`config.mk`:
```
export PLATFORM = sky130hd
export DESIGN_NAME = cdds_front
export DESIGN_NICKNAME = d
export VERILOG_FILES = /design/src/sv/cdds_pkg.sv /design/src/sv/cdds_front.sv
export SDC_FILE = /design/constraint.sdc
export NUM_CORES = 1
export LEC_CHECK = 0
export ABC_AREA = 0
export ABC_CLOCK_PERIOD_IN_PS = 5420
export BUFFER_PORTS_ARGS = -buffer_cell sky130_fd_sc_hd__buf_2
export CAP_MARGIN = 15
export CORE_AREA = 5 5 110 112
export CTS_BUF_LIST = sky130_fd_sc_hd__clkbuf_4
export CTS_CLUSTER_DIAMETER = 120
export DETAILED_ROUTE_END_ITERATION = 10
export DIE_AREA = 0 0 115 117
export GPL_TIMING_DRIVEN = 1
export HOLD_SLACK_MARGIN = 0.03
export MAX_ROUTING_LAYER = met4
export PLACE_DENSITY = 0.71
export SYNTH_ARGS = -nofsm -noshare
export SYNTH_HDL_FRONTEND = slang
export SYNTH_SLANG_ARGS = --single-unit
```
`constraint.sdc`:
```
create_clock -name i_clk -period 5.42 [get_ports i_clk]
set_input_delay 0.813 -clock i_clk [delete_from_list [all_inputs] [get_ports i_clk]]
set_output_delay 0.813 -clock i_clk [all_outputs]
set_load 0.05 [all_outputs]
```
`src/sv/cdds_pkg.sv`:
```
// Shared types and constants of the camera distance draw sort block.
package cdds_pkg;
    localparam int MaxObjectsDefault = 64;
    localparam int CoordW = 16;
    localparam int DistW  = 36;
    localparam int IdxW   = 6;

    localparam logic OpCamera = 1'b0;
    localparam logic OpObject = 1'b1;

    // One command from the front end to the back end.
    typedef struct packed {
        logic              op;
        logic              frame_end;
        logic              store;
        logic signed [CoordW-1:0] x;
        logic signed [CoordW-1:0] y;
        logic signed [CoordW-1:0] z;
    } t_cmd;
endpackage

```
`src/sv/cdds_front.sv`:
```
// Front end: accepts items, checks capacity and queues commands for the back end.
module cdds_front #(
    parameter int MAX_OBJECTS = cdds_pkg::MaxObjectsDefault
) (
    input  logic                  i_clk,
    input  logic                  i_rst_n,
    input  logic                  i_push,
    output logic                  full,
    input  logic                  i_op,
    input  logic [15:0]           i_pos_x,
    input  logic [15:0]           i_pos_y,
    input  logic [15:0]           i_pos_z,
    input  logic                  i_frame_end,
    output logic                  o_cmd_valid,
    output cdds_pkg::t_cmd        o_cmd,
    input  logic                  i_cmd_take
);
    localparam int CntW = $clog2(MAX_OBJECTS + 1);
    logic [CntW-1:0] r_count;
    logic [1:0]      r_fill;
    cdds_pkg::t_cmd  r_q [2];
    logic            r_rd;
    logic            r_wr;
    logic            w_acc;
    logic            w_store;

    assign full    = (r_fill == 2'd2);
    assign w_acc   = i_push && !full;
    assign w_store = (r_count < CntW'(MAX_OBJECTS));
    assign o_cmd_valid = (r_fill != 2'd0);
    assign o_cmd   = r_q[r_rd];

    always_ff @(posedge i_clk) begin
        if (!i_rst_n) begin
            r_count <= '0;
            r_fill  <= '0;
            r_rd    <= 1'b0;
            r_wr    <= 1'b0;
        end else begin
            if (w_acc) begin
                r_wr <= ~r_wr;
                if (i_op == cdds_pkg::OpCamera || i_frame_end)
                    r_count <= '0;
                else if (w_store)
                    r_count <= r_count + 1'b1;
            end
            if (i_cmd_take && o_cmd_valid) r_rd <= ~r_rd;
            r_fill <= r_fill + {1'b0, w_acc} - {1'b0, i_cmd_take && o_cmd_valid};
        end
    end

    always_ff @(posedge i_clk) begin
        if (w_acc) begin
            r_q[r_wr].op        <= i_op;
            r_q[r_wr].frame_end <= i_frame_end;
            r_q[r_wr].store     <= w_store;
            r_q[r_wr].x         <= i_pos_x;
            r_q[r_wr].y         <= i_pos_y;
            r_q[r_wr].z         <= i_pos_z;
        end
    end
endmodule

```
==> results.txt, run 1 <==
* Result of the run: finished, final reports clean
- For this design the top-level I/O count stands at 107.
- Setup violations remaining at the end of the flow were counted as 0.
- In this run the number of cells on the critical path is 3.
- After synthesis, the netlist uses 29 different library cells.
* # rows: 39
- CP required: 4.61 ns
* Finished Layout Cells: 502
- Average wire per cell in the routed design: 15.6 µm
- Clock-pin slew was measured on the worst setup and hold paths at 0.10 ns.
* Top cell type's share of synthesized area: 0.720
- In the final timing run, aggregate negative setup slack is 0 ns.
- For the worst-skew pair, the clock arrives at the later sink with an insertion delay of 0.48 ns.
- Final period util: 0.552
- Timing analysis after detailed placement gives a worst setup slack of 2.85 ns.
* Post_cts resized: 0
- Num CTS Buffers: 17
- Critical path type: flip-flop to output pin
* Number of flops mapped to enable cells by yosys: 102
- Ranked by total cell area, the synthesized netlist is headed by sky130_fd_sc_hd__edfxtp_1 (72%), sky130_fd_sc_hd__mux2_2 (13%), sky130_fd_sc_hd__dfxtp_1 (5.6%).
* Number of DRC violations after detailed-routing iteration 0: 88
* Post-detailed-route via-to-cell ratio: 4.66
- Main synth FF type: sky130_fd_sc_hd__edfxtp_1
* Cell area reported after detailed placement: 4980 µm²
* Final hold violation count: 0
* Switching Share: 0.381
* CORE AREA: 11100 µm²
- The count of final max-slew check failures was 0.
- Buffers inserted to repair hold after CTS numbered 0.
- Along the worst path, the maximum fanout reaches 29.
* Power per cell area: 504 nW/µm²
- Endpoint kind of the worst setup timing path: output pin
* Setup repair after global routing missed its margin: false
* Vias in the first global route: 2559
- Switching power summed over all nets: 1.01 mW
- Total number of vias: 2339
- In the routed design, unresolved DRC markers number 0.
- Across the run, the number of max-cap violations was 0.
- CP bufs+invs: 2
- Area growth, synth to finish: 23.2%
- In this run the static leakage power is 1.95 nW.
- The share of the Yosys chip area taken by registers is 0.776.
- Final WS setup: 2.43 ns
- Number of port buffers: 106
* Type of origin of the critical path: flip-flop
- The share of total power dissipated in the clock network is 0.217.
- The initial antenna violation count came to 1.
- Avg Synthesized Cell Area: 19.1 µm²
* Post-synthesis sequential element count: 114
- Weighted congestion reported at the end of routability-driven placement: 0.737
* Internal: 1.64 mW
- Synth warn: 0
* Proportion of synthesized flip-flops having asynchronous set or reset: 0
* Worst hold-check slack: 0.506 ns
* Slowest cell on crit path: sky130_fd_sc_hd__dfxtp_2
- Worst path max stage delay: 0.85 ns
* Wire length of the first global-routing pass: 12300 µm
* Net count after synthesis: 280
- Number of standard cells after synthesis: 223
* Crit path DAT: 2.18 ns
- Depth of the CTS H-tree: 4
* Die H: 117 µm
* Time the worst path needs with I/O delays and setup: 2.99 ns
- Final wirelength: 7830 µm
- Pin count of the biggest net entering global routing: 37
* Count of TritonRoute iterations in the first routing pass: 4
- Most instantiated library cell after synthesis: sky130_fd_sc_hd__edfxtp_1
- VDD sags by at most 0.000293 V.
- The mapped netlist covers 4260 µm².
* Fraction of layout cells with a size suffix above 1: 0.559
- Final core utilization: 0.471
- Timing would allow up to 0.334 GHz.
- TritonCTS built the clock tree.
* Relative slew slack: 0.483
- Final Skew: 0.00983 ns
* Final ANT Viol Nets: 0
- WHS Path Cells: 2
* Num Clock Sinks: 114
* Total overflow reported by the global router: 0
- Transition at the pin with the smallest max-transition slack: 0.776 ns
- The tree is rooted in a sky130_fd_sc_hd__clkbuf_4.
* Number of post-CTS setup repair buffers: 0
- Cell taking the most area after synthesis: sky130_fd_sc_hd__edfxtp_1
- Die W: 115 µm
* Critical path, cell by cell: buf_12 -> mux2_2 -> buf_2
* Max Root-Sink Buffers: 2
- Overall power consumption after layout is estimated at 2.65 mW.
- For this run, the post-layout net count is 402.
- Across every metal layer, demand over resource in global routing totals 0.127.
* Placed cell count: 469
* Share of power burned in combinational logic: 0.345
- Synth top cells by count: sky130_fd_sc_hd__edfxtp_1 (102), sky130_fd_sc_hd__mux2_2 (51), sky130_fd_sc_hd__dfxtp_1 (12), sky130_fd_sc_hd__buf_2 (5), sky130_fd_sc_hd__nand2_1 (5)
* Half-perimeter wire length after placement: 5140 µm
- For this configuration, the core starts out at a cell density of 0.383.
* Area of the die: 13500 µm²
- On the critical path the largest part of the delay comes from flip-flops.
- Of the total power, registers draw 0.438.
* Post-route cell area: 5250 µm²
- Reg2reg path depth: 4
- Tightest Hold Check Type: flip-flop to flip-flop
-- sequential cells by signal (all words and copies together), names as in the netlist, named ones only --
signal / cells
r_fill: 2
r_count: 7
r_rd: 1
r_wr: 1
r_q: 102
-- routing by layer --
metal / part of all wire / up-vias / wire length [µm] / track usage
li1: - / 1107 / - / -
met3: 0.066 / 7 / 515 / 0.0524
met2: 0.52 / 72 / 4080 / 0.215
met5: 0 / - / 0 / -
met4: 0.0097 / 0 / 76 / 0.0446
met1: 0.40 / 1153 / 3160 / 0.134
-- worst min-delay path: stages, from the launching register on --
cell	delay, ns
sky130_fd_sc_hd__dfxtp_1	0.34
sky130_fd_sc_hd__o31ai_1	0.07
sky130_fd_sc_hd__a21oi_1	0.06
-- logic make-up after synthesis --
family | share of synthesized area
fa+ha+maj | 0.00882
xor+xnor | 0.0123
simple gates | 0.0476
compound gates | 0.00999
buf+inv | 0.0103
mux | 0.135
flops | 0.776
-- cell type report --
cell class                      count  area (µm²)
Fill cell                        1010        5880
Sequential cell                   114        3300
Multi-Input combinational cell     99         917
Timing Repair Buffer              109         566
Tap cell                          143         179
Clock buffer                       19         143
Clock inverter                     13         119
Inverter                            4        15.0
Antenna cell                        1        2.50
-- layout by cell type (no fill, tap or decap) --
master | synthesis | final
sky130_fd_sc_hd__clkinvlp_4 | 0 | 2
sky130_fd_sc_hd__nand2b_1 | 1 | 1
sky130_fd_sc_hd__o31ai_1 | 1 | 1
sky130_fd_sc_hd__a21boi_0 | 2 | 2
sky130_fd_sc_hd__bufinv_16 | 0 | 2
sky130_fd_sc_hd__clkinv_2 | 0 | 8
sky130_fd_sc_hd__nor2_4 | 0 | 1
sky130_fd_sc_hd__dfxtp_2 | 0 | 1
sky130_fd_sc_hd__nand4_1 | 2 | 2
sky130_fd_sc_hd__ha_1 | 3 | 3
sky130_fd_sc_hd__edfxtp_1 | 102 | 102
sky130_fd_sc_hd__buf_2 | 5 | 106
sky130_fd_sc_hd__or4_1 | 1 | 1
sky130_fd_sc_hd__nand3_4 | 1 | 1
sky130_fd_sc_hd__a21oi_1 | 3 | 3
sky130_fd_sc_hd__clkinv_1 | 0 | 1
sky130_fd_sc_hd__or3_2 | 1 | 1
sky130_fd_sc_hd__nand2b_4 | 1 | 1
sky130_fd_sc_hd__nand3_1 | 4 | 4
sky130_fd_sc_hd__or2_2 | 2 | 2
sky130_fd_sc_hd__inv_1 | 4 | 4
sky130_fd_sc_hd__nand2_1 | 5 | 5
sky130_fd_sc_hd__xor2_1 | 2 | 2
sky130_fd_sc_hd__and2_1 | 4 | 4
sky130_fd_sc_hd__nor2b_1 | 2 | 2
sky130_fd_sc_hd__dfxtp_1 | 12 | 11
sky130_fd_sc_hd__nand3b_2 | 1 | 1
sky130_fd_sc_hd__diode_2 | 0 | 1
sky130_fd_sc_hd__clkbuf_4 | 0 | 19
sky130_fd_sc_hd__buf_4 | 0 | 2
sky130_fd_sc_hd__o21ai_0 | 1 | 1
sky130_fd_sc_hd__or3_1 | 2 | 2
sky130_fd_sc_hd__xnor2_1 | 4 | 4
sky130_fd_sc_hd__mux2_2 | 51 | 51
sky130_fd_sc_hd__nor2_1 | 3 | 2
sky130_fd_sc_hd__buf_12 | 0 | 1
sky130_fd_sc_hd__and3_2 | 1 | 1
sky130_fd_sc_hd__and3_1 | 1 | 1
-- power groups by stage --
stage	Combinational (mW)	Sequential, mW	Clock, mW
6_report	0.912	1.16	0.575
5_1_grt	0.961	1.17	0.653
4_1_cts	0.927	1.16	0.603
3_5_place_dp	0.922	1.18	0
3_3_place_gp	0.889	1.20	0
2_1_floorplan	0.742	1.15	0
-- worst paths after layout --
check                                start         end  slack, ns
worst max-delay path             flip-flop    o_cmd[8]       2.43
worst min register to register  r_count[5]  r_count[5]       0.51
worst max register to register   r_fill[0]  r_q[0][47]       3.37
worst min-delay path            r_count[5]  r_count[5]       0.51
No activity file was read; power rests on OpenSTA's default activity.
==> inputs of run 2 (changes only) <==
ABC_CLOCK_PERIOD_IN_PS = 2500   (was 5420)
PLACE_DENSITY = 0.73   (was 0.71)
clock period = 2.5 ns   (was 5.42 ns; I/O delays follow)
==> run 2 against run 1 <==
Critical path depth unchanged. Cell area increased by 10%. Combinational power increased by 130%. Power increased by 120%. Non-clock buffer count increased by 51. Register-to-register slack got worse by 2.8 ns. Sequential share of layout area decreased by 5.7 points. Largest power group unchanged.
==> results.txt, run 2 (synthesis results as in run 1) <==
- The register with the most flip-flops in the final layout is r_q.
* Register-to-register path setup slack: 0.61 ns
- Die W: 115 µm
* Launching point of the worst reg2reg path: r_fill[1]
- The routed design has 8190 µm of wire.
* Final ANT Viol Nets: 0
* Worst hold-check slack: 0.114 ns
* Area growth, synth to finish: 35.6%
* Latest clock arrival within the worst-skew pair: 0.50 ns
- Clock-pin slew was measured on the worst setup and hold paths at 0.09 ns.
- Average wire per cell in the routed design: 14.9 µm
- The number of global-route vias before repair came to 2691.
* Setup repair after global routing missed its margin: false
- Pin count of the biggest net entering global routing: 52
- The analysis attributes to cell leakage a power of 2.16 nW.
- Data on the critical path is required at its endpoint by 2.12 ns.
- Clock tree from TritonCTS: built
- Antenna violations before repair: 0
* Result of the run: finished, final reports clean
* CORE AREA: 11100 µm²
* Half-perimeter wire length after placement: 5320 µm
- 107 I/O pins were placed.
- Final hold violation count: 0
* Final Skew: 0.00720 ns
- Critical path type: flip-flop to output pin
- Depth of the CTS H-tree: 4
* End of the critical path: o_cmd[35]
- At the worst endpoint, the arrival time is 1.87 ns.
- Number of port buffers: 106
- Post_cts resized: 0
- In the final layout, the share of cells above drive strength 1 is 0.488.
- Area of the die: 13500 µm²
- Total Neg Setup Slack: 0 ns
- Along the worst path, the maximum fanout reaches 34.
- Number of DRC violations after detailed-routing iteration 0: 96
- Time the worst path needs with I/O delays and setup: 2.25 ns
* Final period util: 0.900
- The worst-case IR drop observed on VDD is 0.000588 V.
- Leading cell types in the layout, fill and taps excluded: sky130_fd_sc_hd__buf_2 (106), sky130_fd_sc_hd__edfxtp_1 (102), sky130_fd_sc_hd__mux2_2 (51)
- Max-cap viol count: 0
- Total inserted antenna cells: 0
- Flip-flop count of the largest register, all copies and words added: 102
- DRC violations left: 0
* Tightest Hold Check Type: input port to flip-flop
- For this design the ratio of total power to cell area is 1010 nW/µm².
- For the pin with the worst max-slew slack, the measured transition is 0.560 ns.
* Fillcell total: 943
* # rows: 39
- Counting along the longest clock path gives a buffer depth of 2.
- Weighted congestion reported at the end of routability-driven placement: 0.760
* Endpoint kind of the worst setup timing path: output pin
* Num Clock Sinks: 114
- Starting utilization of the core area: 0.383
- Total overflow reported by the global router: 0
- Post-detailed-route via-to-cell ratio: 4.48
- Max-slew violations: 0
* Type of origin of the critical path: flip-flop
- Highest clock frequency the design can meet: 0.445 GHz
* Relative slew slack: 0.627
- Die H: 117 µm
- Net count reported at finish: 453
- In the final layout, the registers with the most flip-flops are r_q (102), r_count (7), r_fill (2).
* Root buffer cell: sky130_fd_sc_hd__clkbuf_4
* Total number of vias: 2469
- The worst register-to-register path ends at r_fill[1].
- The library cell used most frequently in the layout, excluding fill and tap cells, is sky130_fd_sc_hd__buf_2.
- Setup violations remaining at the end of the flow were counted as 0.
- In the global route stage, overall resource usage came out at 0.132.
- Num CTS Buffers: 17
* Count of TritonRoute iterations in the first routing pass: 4
- The first global-routing pass estimated 12800 µm of wire.
* Reg2reg path depth: 8
-- run 2: worst min path at each step --
stage | endpoint | slack (ns) | startpoint | cells after the start
final | r_q[0][50] | 0.11 | i_op | 1
after CTS | r_q[0][43] | 0.03 | i_pos_x[11] | 1
after detailed placement | r_count[5] | 0.48 | r_count[5] | 2
after global routing | r_q[1][50] | 0.03 | i_op | 1
after floorplan | r_count[5] | 0.45 | r_count[5] | 2
after global placement | r_count[5] | 0.47 | r_count[5] | 2
-- run 2: report_power, final --
group          switching (mW)  internal [mW]  leakage (nW)
combinational            1.48          0.643         0.978
sequential             0.0706           2.38          1.04
clock                   0.645          0.595         0.137
total                    2.19           3.62          2.16
-- run 2: per-stage QoR --
| step | area (µm²) | std cells | utilization | total power, mW | setup slack, ns |
|---|---|---|---|---|---|
| global placement | 5020 | 471 | 0.451 | 4.55 | 0.695 |
| CTS | 5740 | 548 | 0.516 | 5.89 | 0.177 |
| floorplan | 4260 | 223 | - | 4.09 | 0.138 |
| finish | 5770 | 551 | 0.519 | 5.81 | 0.251 |
| global route | 5770 | 551 | 0.519 | 6.11 | 0.102 |
| detailed placement | 5020 | 471 | 0.451 | 4.58 | 0.608 |
-- run 2: timing repair --
| item | in CTS | in global routing |
|---|---|---|
| endpoints found under the setup margin | 0 | 0 |
| endpoints found under the hold margin | 91 | 5 |
| buffers inserted | 0 | 0 |
| hold buffers | 46 | 3 |
-- run 2: cell type report --
| cell class | instances | area, µm² | share of cell area |
|---|---|---|---|
| inverter | 4 | 15.0 | 0.00260 |
| tap | 143 | 179 | 0.0310 |
| clock buffer | 19 | 143 | 0.0247 |
| clock inverter | 12 | 118 | 0.0204 |
| timing repair buffer | 160 | 1100 | 0.190 |
| sequential | 114 | 3300 | 0.573 |
| multi-input combinational | 99 | 917 | 0.159 |
-- run 2: metal layers --
layer / vias to the layer above / GRT usage / wire length [µm]
met2: 69 / 0.231 / 4470
met4: 0 / 0.0563 / 78
met3: 10 / 0.0504 / 500
li1: 1205 / - / -
met1: 1185 / 0.132 / 3130
met5: - / - / 0
-- run 2: worst max-delay path, stage by stage, from the launching register on --
cell and delay, ns:
sky130_fd_sc_hd__dfxtp_2 0.33, sky130_fd_sc_hd__buf_4 0.41, sky130_fd_sc_hd__mux2_2 0.40, sky130_fd_sc_hd__buf_2 0.21
